[config.mk]
export PLATFORM = sky130hd
export DESIGN_NAME = sha512_ctrl
export DESIGN_NICKNAME = d
export VERILOG_FILES = /design/src/rtl/sha512_pkg.sv /design/src/rtl/sha512_ctrl.sv
export SDC_FILE = /design/constraint.sdc
export NUM_CORES = 1
export LEC_CHECK = 0
export ABC_AREA = 1
export BUFFER_PORTS_ARGS = -buffer_cell sky130_fd_sc_hd__clkbuf_2
export CAP_MARGIN = 20
export CORE_AREA = 2 2 39 41
export DETAILED_ROUTE_END_ITERATION = 6
export DIE_AREA = 0 0 41 43
export GPL_TIMING_DRIVEN = 0
export PLACE_DENSITY = 0.63
export RECOVER_POWER = 50
export SYNTH_ARGS = -nofsm -noshare
export SYNTH_HDL_FRONTEND = slang
export SYNTH_SLANG_ARGS = --single-unit
[constraint.sdc]
create_clock -name clock -period 2.2 [get_ports clock]
set_clock_uncertainty 0.2 [all_clocks]
set_input_delay 0.33 -clock clock [delete_from_list [all_inputs] [get_ports clock]]
set_output_delay 0.33 -clock clock [all_outputs]
set_load 0.02 [all_outputs]
[src/rtl/sha512_pkg.sv]
`timescale 1ns / 1ps
// ---------------------------------------------------------------------------
// SHA-512 stream hasher package
// Shared types, round constants and a rotate helper function.
// ---------------------------------------------------------------------------
package sha512_pkg;

   typedef struct packed {
      logic [63:0] message_bytes;
      logic [3:0]  byte_count;
      logic        end_of_message;
   } req_type;

   typedef struct packed {
      logic [63:0] digest_word;
      logic [2:0]  word_index;
      logic        last_word;
   } rsp_type;

   typedef enum logic [2:0] {
      ST_IDLE,
      ST_ROUND,
      ST_UPDATE,
      ST_PAD,
      ST_EMIT
   } state_type;

   // controller -> datapath
   typedef struct packed {
      logic       load_item;   // merge accepted item into block words
      logic       start_block; // load working vars from hash words
      logic       do_round;
      logic       do_update;   // add working vars into hash words
      logic       build_pad;   // write padding into buffer
      logic       pad_second;  // second pad block (zeros + length only)
      logic       restart;
      logic       shift_out;
   } cmd_type;

   // datapath -> controller
   typedef struct packed {
      logic       block_full;  // this load fills the buffer
      logic       round_last;
      logic       pad_two;     // padding needs two blocks
      logic       out_last;
   } sts_type;

   localparam logic [63:0] INIT_WORDS [8] = '{
      64'h6a09e667f3bcc908, 64'hbb67ae8584caa73b, 64'h3c6ef372fe94f82b,
      64'ha54ff53a5f1d36f1, 64'h510e527fade682d1, 64'h9b05688c2b3e6c1f,
      64'h1f83d9abfb41bd6b, 64'h5be0cd19137e2179};

   localparam logic [63:0] ROUND_K [80] = '{
      64'h428a2f98d728ae22, 64'h7137449123ef65cd, 64'hb5c0fbcfec4d3b2f, 64'he9b5dba58189dbbc,
      64'h3956c25bf348b538, 64'h59f111f1b605d019, 64'h923f82a4af194f9b, 64'hab1c5ed5da6d8118,
      64'hd807aa98a3030242, 64'h12835b0145706fbe, 64'h243185be4ee4b28c, 64'h550c7dc3d5ffb4e2,
      64'h72be5d74f27b896f, 64'h80deb1fe3b1696b1, 64'h9bdc06a725c71235, 64'hc19bf174cf692694,
      64'he49b69c19ef14ad2, 64'hefbe4786384f25e3, 64'h0fc19dc68b8cd5b5, 64'h240ca1cc77ac9c65,
      64'h2de92c6f592b0275, 64'h4a7484aa6ea6e483, 64'h5cb0a9dcbd41fbd4, 64'h76f988da831153b5,
      64'h983e5152ee66dfab, 64'ha831c66d2db43210, 64'hb00327c898fb213f, 64'hbf597fc7beef0ee4,
      64'hc6e00bf33da88fc2, 64'hd5a79147930aa725, 64'h06ca6351e003826f, 64'h142929670a0e6e70,
      64'h27b70a8546d22ffc, 64'h2e1b21385c26c926, 64'h4d2c6dfc5ac42aed, 64'h53380d139d95b3df,
      64'h650a73548baf63de, 64'h766a0abb3c77b2a8, 64'h81c2c92e47edaee6, 64'h92722c851482353b,
      64'ha2bfe8a14cf10364, 64'ha81a664bbc423001, 64'hc24b8b70d0f89791, 64'hc76c51a30654be30,
      64'hd192e819d6ef5218, 64'hd69906245565a910, 64'hf40e35855771202a, 64'h106aa07032bbd1b8,
      64'h19a4c116b8d2d0c8, 64'h1e376c085141ab53, 64'h2748774cdf8eeb99, 64'h34b0bcb5e19b48a8,
      64'h391c0cb3c5c95a63, 64'h4ed8aa4ae3418acb, 64'h5b9cca4f7763e373, 64'h682e6ff3d6b2b8a3,
      64'h748f82ee5defb2fc, 64'h78a5636f43172f60, 64'h84c87814a1f0ab72, 64'h8cc702081a6439ec,
      64'h90befffa23631e28, 64'ha4506cebde82bde9, 64'hbef9a3f7b2c67915, 64'hc67178f2e372532b,
      64'hca273eceea26619c, 64'hd186b8c721c0c207, 64'heada7dd6cde0eb1e, 64'hf57d4f7fee6ed178,
      64'h06f067aa72176fba, 64'h0a637dc5a2c898a6, 64'h113f9804bef90dae, 64'h1b710b35131c471b,
      64'h28db77f523047d84, 64'h32caab7b40c72493, 64'h3c9ebe0a15c9bebc, 64'h431d67c49c100d4c,
      64'h4cc5d4becb3e42b6, 64'h597f299cfc657e2a, 64'h5fcb6fab3ad6faec, 64'h6c44198c4a475817};

   localparam logic [7:0] PAD_BYTE   = 8'h80;
   localparam int         LEN_START  = 112;
   localparam int         BLOCK_SIZE = 128;
   localparam int         ROUNDS     = 80;

   function automatic logic [63:0] ror64(input logic [63:0] x, input int n);
      ror64 = (x >> n) | (x << (64 - n));
   endfunction

endpackage

[src/rtl/sha512_ctrl.sv]
`timescale 1ns / 1ps
// ---------------------------------------------------------------------------
// SHA-512 controller
// Sequences item loading, block compression, padding and digest output.
// ---------------------------------------------------------------------------
module sha512_ctrl
   import sha512_pkg::*;
(
   input  logic    clock,
   input  logic    reset,
   input  logic    req_valid,
   input  logic    req_eom,
   input  logic    out_busy,
   input  sts_type sts,
   output logic    req_stall,
   output logic    rsp_load,
   output cmd_type cmd
);

   state_type state_ff, state_in;
   logic      eom_ff, eom_in;
   logic      second_ff, second_in; // pad block two still to do
   logic      fin_ff, fin_in;       // padding under way, digest follows

   always_ff @(posedge clock) begin
      if (reset) begin
         state_ff  <= ST_IDLE;
         eom_ff    <= 1'b0;
         second_ff <= 1'b0;
         fin_ff    <= 1'b0;
      end else begin
         state_ff  <= state_in;
         eom_ff    <= eom_in;
         second_ff <= second_in;
         fin_ff    <= fin_in;
      end
   end

   always_comb begin
      state_in  = state_ff;
      eom_in    = eom_ff;
      second_in = second_ff;
      fin_in    = fin_ff;
      cmd       = '0;
      req_stall = 1'b1;
      rsp_load  = 1'b0;
      case (state_ff)
         ST_IDLE: begin
            req_stall = 1'b0;
            if (req_valid) begin
               cmd.load_item = 1'b1;
               eom_in        = req_eom;
               if (sts.block_full) begin
                  cmd.start_block = 1'b1;
                  state_in        = ST_ROUND;
               end else if (req_eom) begin
                  state_in = ST_PAD;
               end
            end
         end
         ST_ROUND: begin
            cmd.do_round = 1'b1;
            if (sts.round_last) state_in = ST_UPDATE;
         end
         ST_UPDATE: begin
            cmd.do_update = 1'b1;
            if (second_ff || eom_ff || fin_ff) begin
               state_in = ST_PAD;
            end else begin
               state_in = ST_IDLE;
            end
         end
         ST_PAD: begin
            if (eom_ff) begin
               cmd.build_pad   = 1'b1;
               cmd.start_block = 1'b1;
               second_in       = sts.pad_two;
               eom_in          = 1'b0;
               fin_in          = 1'b1;
               state_in        = ST_ROUND;
            end else if (second_ff) begin
               cmd.build_pad   = 1'b1;
               cmd.pad_second  = 1'b1;
               cmd.start_block = 1'b1;
               second_in       = 1'b0;
               state_in        = ST_ROUND;
            end else begin
               // hash words are final once the last pad block is in
               fin_in   = 1'b0;
               state_in = ST_EMIT;
            end
         end
         ST_EMIT: begin
            if (!out_busy) begin
               rsp_load      = 1'b1;
               cmd.shift_out = 1'b1;
               if (sts.out_last) begin
                  cmd.restart = 1'b1;
                  state_in    = ST_IDLE;
               end
            end
         end
         default: state_in = ST_IDLE;
      endcase
   end

endmodule

After elaboration in Yosys (flattened, before gate mapping)
Cells that the tools add are included.
{"block": "classes", "div": 0, "eq_ne": 10, "magnitude_cmp": 0, "shift": 0, "add_sub_neg": 0, "multipliers": 0, "n_bitwise": 0, "reduce_logical": 7, "mux": 33}
{"op": "3-bit 2-to-1 mux", "n": 8}
{"op": "1-bit 2-to-1 mux", "n": 16}
{"op": "3-bit case mux with 5 select lines", "n": 1}
{"op": "2-bit 2-to-1 mux", "n": 6}
{"op": "2-bit inequality test (second input constant)", "n": 5}
{"op": "3-bit by 2-bit equality test with 1-bit output (second input constant)", "n": 2}
{"op": "5-bit AND reduction", "n": 1}
{"op": "1-bit case mux with 2 select lines", "n": 2}
{"op": "2-bit AND reduction", "n": 2}
{"op": "3-bit by 1-bit equality test with 1-bit output (second input constant)", "n": 1}
{"op": "3-bit equality test (second input constant)", "n": 1}
{"op": "3-bit zero test", "n": 1}
{"op": "3-bit inequality test (second input constant)", "n": 1}
{"op": "1-bit logical OR", "n": 2}
{"op": "2-bit nonzero test", "n": 1}
{"block": "totals", "latchBits": 0, "mem_bits_ro": 0, "memories": 0, "input_bits": 9, "mem_bits_rw": 0, "reg_bits": 6}

Logic depth before layout (Yosys ltp)
Gate-level depths: netlist (run 1).
{"block": "depth", "word_depth": 4, "ltp_mapped": 7, "depth_no_buf": 7}

Worst setup path after synthesis (run 1)
No wires, ideal clock.
{"block": "synth_timing", "kind": "reg2out", "start": "register state_ff[1]", "end": "output port cmd[0] (netlist bit)", "t_arrival_ns": 1.172, "path_slack_ns": 0.498, "t_required_ns": 1.670, "stages_incl_launch_ff": 7, "n_path_buf": 1, "path_cell_list": "dfxtp_1 -> nor2_2 -> inv_1 -> nor2_1 -> inv_1 -> nor2_1 -> buf_4"}
{"item": "start, declared", "line_no": "sha512_ctrl.sv:20", "source": "state_type state_ff, state_in;"}
{"item": "start signal, assigned", "line_no": "sha512_ctrl.sv:32", "source": "state_ff <= state_in;"}
{"item": "end, declared", "line_no": "sha512_ctrl.sv:17", "source": "output cmd_type cmd"}

==> impl_metrics.env, run 1 <==
export IMPL_yosysMostFrequentCell="inv_1"
export IMPL_ff2ff_setup_slack_ps=870
export IMPL_cts_root_buf="clkbuf_4"
export IMPL_yosysTopAreaCell="dfxtp_1"
export IMPL_irDropWorstVdd_uv=359
export IMPL_critPathLaunch="state_ff[1]"
export IMPL_fin_util=0.362
export IMPL_numCtsBuffers=3
export IMPL_grt_pass1_vias=382
export IMPL_hold_path_startpoint="sts[1]"
export IMPL_critPathLaunchType="register"
export IMPL_worstHoldEndpoint="second_ff"
export IMPL_rsz0062_at_grt="no"
export IMPL_r2r_end="state_ff[0]"
export IMPL_slew_headroom=0.729
export IMPL_ctsHoldBuffers=0
export IMPL_cts_setup_buffers=0
export IMPL_cts_buffer_depth=2
export IMPL_post_drt_via_cell_ratio=4.37
export IMPL_drc=0
export IMPL_syn_area_um2=379
export IMPL_leakage_nw=0.282
export IMPL_drtIter0Drc=8
export IMPL_intPower_mw=0.280
export IMPL_cts_resized=0
export IMPL_grt_max_degree=7
export IMPL_yosysWarnings=0
export IMPL_fillCellCount=163
export IMPL_die_y_um=43
export IMPL_p_switching_mw=0.230
export IMPL_coreArea_mm2=0.00138
export IMPL_swShare=0.451
export IMPL_power_density_mw_per_mm2=1020
export IMPL_synth_fp_nets=72
export IMPL_synth_top_flop_cell="dfxtp_1"
export IMPL_antenna_cells=0
export IMPL_grt_pass1_wl_mm=1.35
export IMPL_finalMaxSlewViolations=0
export IMPL_min_path_type="in2reg"
export IMPL_ios=19
export IMPL_fp_dieArea_mm2=0.00176
export IMPL_clock_sinks=6
export IMPL_io_buffers=18
export IMPL_path_class="reg2out"
export IMPL_synth_seq_cells=6
export IMPL_r2r_cells=6
export IMPL_antenna_found_initial=0
export IMPL_syn_to_final_growth_pct=32.0
export IMPL_yosysTopAreaCellShare=0.317
export IMPL_num_rows=14
export IMPL_clock_power_share=0.194
export IMPL_grt_usage=0.114
export IMPL_power_total_mw=0.510
export IMPL_pwr_share_comb=0.507
export IMPL_yosys_top_cells_count="inv_1, nor2_1, nand2_1"
export IMPL_max_freq_mhz=526
export IMPL_synth_edf_count=0
export IMPL_critPathCaptureType="primary output"
export IMPL_ys_seq_area_frac=0.317
export IMPL_dpl_hpwl_um=690
export IMPL_insertion_delay_ps=240
export IMPL_vias=437
export IMPL_r2r_start="state_ff[1]"
export IMPL_tns_ps=0
export IMPL_timing_final_crit_share=0.864
export IMPL_synthArstFlopShare=0
export IMPL_min_period_ps=1900
export IMPL_h_tree_depth=1
export IMPL_critPathMaxFanout=6
export IMPL_maxCapViolCount=0
export IMPL_cp_arrival_ps=1370
export IMPL_drive_gt1_frac=0.274
export IMPL_hold_viol_final=0
export IMPL_syn_area_per_cell_um2=6.02
export IMPL_synth_cells=63
export IMPL_first_pass_iters=4
export IMPL_whs_path_depth=3
export IMPL_wl_per_cell_um=8.11
export IMPL_status="finished clean"
export IMPL_synth_cell_types=17
export IMPL_die_x_um=41
export IMPL_final_setup_viol_count=0
export IMPL_antenna_left=0
export IMPL_cts_tree="done"
export IMPL_drt_total_wl_um=811
export IMPL_synth_area_leaders="dfxtp_1, inv_1, nor2_1"
export IMPL_crit_required_ps=1670
export IMPL_nets=95
export IMPL_clk_pin_slew_ps=50
export IMPL_place_congestion=0.730
export IMPL_seq_power_share=0.299
export IMPL_grt_ovfl_total=0
export IMPL_tightest_slew_ps=403
export IMPL_initial_core_util=0.274
[logic make-up (layout without fill, tap and decap cells)]
| logic type | count (synthesis) | after routing | synth area share |
|---|---|---|---|
| flip-flops | 6 | 6 | 0.317 |
| buffers and inverters | 16 | 37 | 0.168 |
| AND/OR/NAND/NOR | 34 | 34 | 0.399 |
| AO/OA/AOI/OAI | 7 | 7 | 0.116 |
[how the worst max path moves through the flow]
stage / endpoint / slack, ps / cells after the start
finish: cmd[6] / 300 / 6
global route: cmd[6] / 150 / 6
CTS: cmd[0] / 320 / 7
detailed placement: cmd[0] / 580 / 7
global placement: cmd[0] / 630 / 7
floorplan: cmd[0] / 500 / 6
[critical path: stages (launching register included)]
cell and delay, ps:
dfxtp_1 320, nor2_1 150, nand2_1 160, nor2_1 210, nand2_1 70, nand2_1 60
clkbuf_2 160
[power groups by stage]
stage	registers [mW]	logic (mW)	clock network, mW
after floorplan	0.152	0.203	0
after global placement	0.155	0.271	0
after detailed placement	0.156	0.273	0
after CTS	0.154	0.275	0.104
after global routing	0.155	0.297	0.109
final	0.153	0.259	0.0989
[layout by cell type, fill, tap and decap left out, drive strengths merged]
master,Yosys,final
clkbuf,0,21
nor2,17,17
inv,15,15
nand2,9,9
dfxtp,6,6
nand3,4,4
nor3,3,3
a21oi,2,2
o21ai,1,1
or2,1,1
o21bai,1,1
o211ai,1,1
o21a,1,1
o22ai,1,1
buf,1,1
[registers in the layout, summed over array words and instances, names as in the netlist]
signal     cells
state_ff       3
eom_ff         1
fin_ff         1
second_ff      1
[routing by layer]
metal,global-route usage,up-vias,wire length [um]
met3,0.0157,0,52
met2,0.159,9,393
met1,0.142,195,365
met5,0,-,0
li1,-,233,-
met4,0.100,0,0
[final cells by class]
type | instances | area [um2] | share of cell area
Clock buffer | 3 | 22.5 | 0.0450
Inverter | 15 | 56.3 | 0.113
Sequential cell | 6 | 120 | 0.240
Tap cell | 16 | 20.0 | 0.0400
Multi-Input combinational cell | 41 | 185 | 0.370
Buffer | 1 | 7.51 | 0.0150
Timing Repair Buffer | 18 | 88.8 | 0.178
[stage by stage]
| stage | cells | hold WS, ps | instance area, um2 | setup WS, ps |
|---|---|---|---|---|
| global placement | 97 | 252 | 489 | 632 |
| finish | 100 | 126 | 500 | 298 |
| global route | 100 | 137 | 500 | 149 |
| CTS | 100 | 117 | 512 | 324 |
| floorplan | 63 | 199 | 379 | 498 |
| detailed placement | 97 | 258 | 489 | 581 |
(Power assumes the default switching activity.)
==> run 2, diff against run 1 <==
--- a/config.mk
+++ b/config.mk
@@ -13,5 +13,4 @@
 export DIE_AREA = 0 0 41 43
 export GPL_TIMING_DRIVEN = 0
-export PLACE_DENSITY = 0.63
 export RECOVER_POWER = 50
 export SYNTH_ARGS = -nofsm -noshare
==> constraint.sdc (replaced) <==
create_clock -name clock -period 2.2 [get_ports clock]
set_clock_uncertainty 0.2 [all_clocks]
set_input_delay 0.11 -clock clock [delete_from_list [all_inputs] [get_ports clock]]
set_output_delay 0.11 -clock clock [all_outputs]
set_load 0.02 [all_outputs]
==> run 2 against run 1 <==
Sequential power about the same; sequential cell count unchanged; critical path depth down 1; non-clock buffer count up 5; clock power up 8%.
==> impl_metrics.env, run 2 (synthesis results as in run 1) <==
export IMPL_status="finished clean"
export IMPL_clock_sinks=6
export IMPL_slowest_delay_ps=570
export IMPL_path_depth=5
export IMPL_power_density_mw_per_mm2=952
export IMPL_die_x_um=41
export IMPL_dpl_hpwl_um=669
export IMPL_nets=100
export IMPL_cts_root_buf="clkbuf_4"
export IMPL_tightest_slew_ps=406
export IMPL_r2r_start="state_ff[1]"
export IMPL_num_rows=14
export IMPL_grt_usage=0.128
export IMPL_initial_core_util=0.274
export IMPL_irDropWorstVdd_uv=456
export IMPL_grt_pass1_vias=394
export IMPL_rsz0062_at_grt="no"
export IMPL_critPathCaptureType="register"
export IMPL_first_pass_iters=4
export IMPL_largest_register="state_ff"
export IMPL_path_class="in2reg"
export IMPL_finalMaxSlewViolations=0
export IMPL_final_setup_viol_count=0
export IMPL_seq_power_share=0.288
export IMPL_critPathMaxFanout=6
export IMPL_fp_dieArea_mm2=0.00176
export IMPL_clk_pin_slew_ps=50
export IMPL_cp_num_buf_inv=3
export IMPL_drt_total_wl_um=866
export IMPL_grt_pass1_wl_mm=1.52
export IMPL_critPathLaunchType="input pin"
export IMPL_hold_path_startpoint="req_valid"
export IMPL_numCtsBuffers=3
export IMPL_cts_tree="done"
export IMPL_whs_path_depth=4
export IMPL_pre_cts_ws_ps=831
export IMPL_io_buffers=18
export IMPL_crit_family="buffers and inverters"
export IMPL_leakage_nw=0.299
export IMPL_hold_viol_final=0
export IMPL_tns_ps=0
export IMPL_r2r_cells=7
export IMPL_max_freq_mhz=552
export IMPL_wl_per_cell_um=8.25
export IMPL_cts_buffer_depth=2
export IMPL_grt_ovfl_total=0
export IMPL_slew_headroom=0.727
export IMPL_min_path_type="in2reg"
export IMPL_grt_max_degree=7
export IMPL_layout_common_cells="nor2_1, clkbuf_2, inv_1"
export IMPL_insertion_delay_ps=250
export IMPL_swShare=0.457
export IMPL_largest_reg_flops=3
export IMPL_crit_slowest_cell="dlygate4sd3_1"
export IMPL_cp_common_cell="dlygate4sd3_1"
export IMPL_drc=0
export IMPL_ios=19
export IMPL_crit_required_ps=2200
export IMPL_worstHoldEndpoint="eom_ff"
export IMPL_drive_gt1_frac=0.247
export IMPL_cp_arrival_ps=1810
export IMPL_antenna_left=0
export IMPL_drtIter0Drc=8
export IMPL_coreArea_mm2=0.00138
export IMPL_p_switching_mw=0.239
export IMPL_fin_hold_ws_ps=0.683
export IMPL_pwr_share_comb=0.509
export IMPL_h_tree_depth=1
export IMPL_vias=443
export IMPL_syn_to_final_growth_pct=45.2
export IMPL_intPower_mw=0.285
export IMPL_fin_ws_ps=390
export IMPL_timing_final_crit_share=0.823
export IMPL_clock_power_share=0.204
export IMPL_r2r_end="second_ff"
export IMPL_antenna_cells=0
export IMPL_path_cells="dlygate4sd3_1, clkbuf_1, or2_1, o22ai_1, dlygate4sd3_1"
export IMPL_post_drt_via_cell_ratio=4.22
export IMPL_antenna_found_initial=0
export IMPL_die_y_um=43
export IMPL_fillCellCount=163
export IMPL_ff2ff_setup_slack_ps=400
export IMPL_maxCapViolCount=0
export IMPL_place_congestion=0.693
export IMPL_min_period_ps=1810
==> run 2: power by group through the flow <==
stage / logic, mW / clock network (mW) / registers [mW]
final: 0.266 / 0.107 / 0.151
after global routing: 0.299 / 0.112 / 0.155
after CTS: 0.280 / 0.107 / 0.153
after detailed placement: 0.272 / 0 / 0.156
after global placement: 0.271 / 0 / 0.156
after floorplan: 0.203 / 0 / 0.152
==> run 2: worst register-to-register path, stage by stage (launching register included) <==
cell           delay (ps)
dfxtp_1               360
nand2_1                60
nor2_1                150
inv_1                  90
nor2_1                130
nand2_1                70
o22ai_1               120
dlygate4sd3_1         570
==> run 2: routing by layer <==
metal	part of all wire	wire, um	vias up	GRT usage
met1	0.48	418	185	0.172
met4	0.033	29	0	0.0800
met5	0	0	-	0
met2	0.44	380	11	0.175
met3	0.044	38	4	0.0314
li1	-	-	243	-
==> run 2: timing repair <==
item	in CTS	in global routing
resized for setup	0	0
hold endpoints to repair	6	0
setup buffers	0	0
hold buffers	5	0
==> run 2: how the worst max path moves through the flow <==
| stage | startpoint | to | slack [ps] |
|---|---|---|---|
| 4_1_cts | reset | second_ff | 450 |
| 5_1_grt | state_ff[0] | second_ff | 250 |
| 2_1_floorplan | state_ff[1] | cmd[0] | 720 |
| 3_3_place_gp | state_ff[1] | cmd[0] | 850 |
| 3_5_place_dp | state_ff[1] | cmd[0] | 830 |
| 6_report | reset | second_ff | 390 |
==> run 2: final cells by class <==
| type | count | area (um2) | area share |
|---|---|---|---|
| Timing Repair Buffer | 23 | 136 | 0.248 |
| Multi-Input combinational cell | 41 | 188 | 0.341 |
| Sequential cell | 6 | 120 | 0.218 |
| Tap cell | 16 | 20.0 | 0.0364 |
| Inverter | 15 | 56.3 | 0.102 |
| Clock buffer | 3 | 22.5 | 0.0409 |
| Buffer | 1 | 7.51 | 0.0136 |
==> run 2: through the flow <==
step / instance area, um2 / power, mW / utilization / cells
floorplan: 379 / 0.355 / - / 63
global placement: 489 / 0.426 / 0.354 / 97
detailed placement: 489 / 0.428 / 0.354 / 97
CTS: 562 / 0.540 / 0.406 / 105
global route: 551 / 0.566 / 0.398 / 105
finish: 551 / 0.524 / 0.398 / 105
==> run 3, diff against run 2 <==
Settings changed: ABC_AREA 1 to 0.
Clock period 2.2 ns to 1.9 ns, I/O delays scaled along.
==> run 3 against run 2 <==
Clock power is 9% higher; largest power group unchanged; highest routed layer unchanged; sequential power is 4% lower; global-route usage is 0.62 points lower; setup slack worse by 140 ps; non-clock buffer count is 2 higher; die area stayed put; sequential share of layout area is 1.1 points lower; core utilization is 2.1 points higher.
==> impl_metrics.env, run 3 <==
export IMPL_status="finished clean"
export IMPL_grt_ovfl_total=0
export IMPL_hold_viol_final=0
export IMPL_power_density_mw_per_mm2=713
export IMPL_antenna_cells=0
export IMPL_finalMaxSlewViolations=0
export IMPL_critPathCaptureType="primary output"
export IMPL_cts_root_buf="clkbuf_4"
export IMPL_grt_pass1_wl_mm=1.45
export IMPL_p_switching_mw=0.140
export IMPL_insertion_delay_ps=240
export IMPL_yosysTopAreaCell="dfxtp_1"
export IMPL_intPower_mw=0.273
export IMPL_cp_arrival_ps=1350
export IMPL_syn_area_um2=414
export IMPL_coreArea_mm2=0.00138
export IMPL_synth_cell_types=27
export IMPL_first_pass_iters=4
export IMPL_antenna_found_initial=0
export IMPL_min_path_type="in2reg"
export IMPL_cts_buffer_depth=2
export IMPL_grt_pass1_vias=375
export IMPL_yosysMostFrequentCell="nor2_1"
export IMPL_slowest_delay_ps=380
export IMPL_maxCapViolCount=0
export IMPL_min_period_ps=1650
export IMPL_io_buffers=18
export IMPL_clock_power_share=0.283
export IMPL_die_y_um=43
export IMPL_drt_total_wl_um=945
export IMPL_fin_area_um2=579
export IMPL_placed_area_um2=524
export IMPL_layout_common_cells="clkbuf_2, nor2_1, dfxtp_1"
export IMPL_swShare=0.338
export IMPL_fin_hold_ws_ps=76.2
export IMPL_irDropWorstVdd_uv=313
export IMPL_num_rows=14
export IMPL_synthMuxAreaShare=0.0242
export IMPL_drive_gt1_frac=0.351
export IMPL_antenna_left=0
export IMPL_seq_power_share=0.350
export IMPL_clk_pin_slew_ps=40
export IMPL_drtIter0Drc=3
export IMPL_slew_headroom=0.784
export IMPL_timing_final_crit_share=0.866
export IMPL_pwr_share_comb=0.367
export IMPL_ff2ff_setup_slack_ps=450
export IMPL_crit_slowest_cell="dfxtp_1"
export IMPL_crit_required_ps=1600
export IMPL_leakage_nw=0.264
export IMPL_dpl_hpwl_um=732
export IMPL_synth_area_leaders="dfxtp_1, nor2_1, nor4b_4"
export IMPL_syn_area_per_cell_um2=8.45
export IMPL_h_tree_depth=1
export IMPL_rsz0062_at_grt="no"
export IMPL_grt_usage=0.122
export IMPL_cts_tree="done"
export IMPL_nets=85
export IMPL_synth_cells=49
export IMPL_synth_compound_area_share=0.178
export IMPL_syn_to_final_growth_pct=39.9
export IMPL_yosysWarnings=0
export IMPL_fp_dieArea_mm2=0.00176
export IMPL_synth_edf_count=0
export IMPL_largest_register="state_ff"
export IMPL_synth_seq_cells=6
export IMPL_synthArstFlopShare=0
export IMPL_yosysTopAreaCellShare=0.290
export IMPL_grt_max_degree=11
export IMPL_synth_fp_nets=58
export IMPL_power_total_mw=0.413
export IMPL_ios=19
export IMPL_max_freq_mhz=608
export IMPL_yosys_top_cells_count="nor2_1, dfxtp_1, nand2_1"
export IMPL_synth_fa_ha_area_frac=0
export IMPL_critPathMaxFanout=10
export IMPL_tightest_slew_ps=321
export IMPL_path_cells="buf_6, nand3b_1, nor2_1, a21o_1, clkbuf_2"
export IMPL_initial_core_util=0.299
export IMPL_post_drt_via_cell_ratio=4.89
export IMPL_die_x_um=41
export IMPL_tns_ps=0
export IMPL_synthXorXnorAreaFrac=0
export IMPL_layout_commonest_cell="clkbuf_2"
export IMPL_synth_top_flop_cell="dfxtp_1"
export IMPL_drc=0
export IMPL_synth_simple_gate_area_frac=0.408
export IMPL_wl_per_cell_um=10.5
export IMPL_ys_seq_area_frac=0.290
export IMPL_critPathLaunchType="register"
export IMPL_place_congestion=0.712
export IMPL_synth_top_family_by_area="simple AND/OR/NAND/NOR gates"
export IMPL_fin_util=0.419
export IMPL_numCtsBuffers=3
export IMPL_final_setup_viol_count=0
export IMPL_largest_reg_flops=3
export IMPL_path_class="reg2out"
export IMPL_clock_sinks=6
export IMPL_vias=440
-- run 3: cell count changes in the layout (fill, tap and decap cells not counted), sizes merged, moves of 2 or more --
cell / previous run / this run
a311oi: 0 / 2
buf: 1 / 4
inv: 15 / 1
nand2: 9 / 4
nand2b: 0 / 3
nand3: 4 / 1
nor2: 17 / 7
nor3b: 0 / 2
o21ai: 1 / 3
-- run 3: kinds of logic (layout without fill, tap and decap cells) --
group                  after synthesis  after routing
DFF                                  6              6
muxes                                1              1
AOI/OAI and AO/OA                   11             11
buffers and inverters                5             30
and+or+nand+nor                     26             26
-- run 3: critical path: cells and delay by family (launching register included) --
kind            cells  cell delay, ps
flops               1             380
buf+inv             2             310
simple gates        2             320
compound gates      1             100
-- run 3: per-stage QoR --
stage          instances  setup WS (ps)
6_report              90            254
2_1_floorplan         49            400
3_3_place_gp          83            498
3_5_place_dp          83            488
4_1_cts               90            227
5_1_grt               90            133
-- run 3: layout make-up --
| cell class | instances | area [um2] |
|---|---|---|
| Fill cell | 150 | 805 |
| Multi-Input combinational cell | 38 | 248 |
| Timing Repair Buffer | 22 | 128 |
| Sequential cell | 6 | 120 |
| Buffer | 4 | 37.5 |
| Clock buffer | 3 | 22.5 |
| Tap cell | 16 | 20.0 |
| Inverter | 1 | 3.75 |
-- run 3: per-layer routing --
layer  track usage  routed length [um]
met4        0.0600                  13
met1         0.145                 447
met2         0.178                 430
met3        0.0524                  53
met5             0                   0
-- run 3: what timing repair did --
action	4_1_cts	5_1_grt
gates resized for setup	0	0
setup buffers	0	0
endpoints found under the setup margin	0	0
hold buffers	4	0
hold endpoints to repair	5	0
-- run 3: worst paths after layout --
kind	startpoint	endpoint	cells past startpoint
worst max-delay path	state_ff[0]	cmd[6]	5
worst min-delay path	sts[3]	state_ff[1]	4
worst max register to register	state_ff[1]	state_ff[1]	4
worst min register to register	second_ff	second_ff	2
-- run 3: power by group through the flow --
stage	sequential, mW	combinational (mW)	clock (mW)
final	0.145	0.152	0.117
after global routing	0.146	0.165	0.129
after CTS	0.145	0.156	0.122
after detailed placement	0.147	0.150	0
after global placement	0.146	0.149	0
after floorplan	0.145	0.109	0
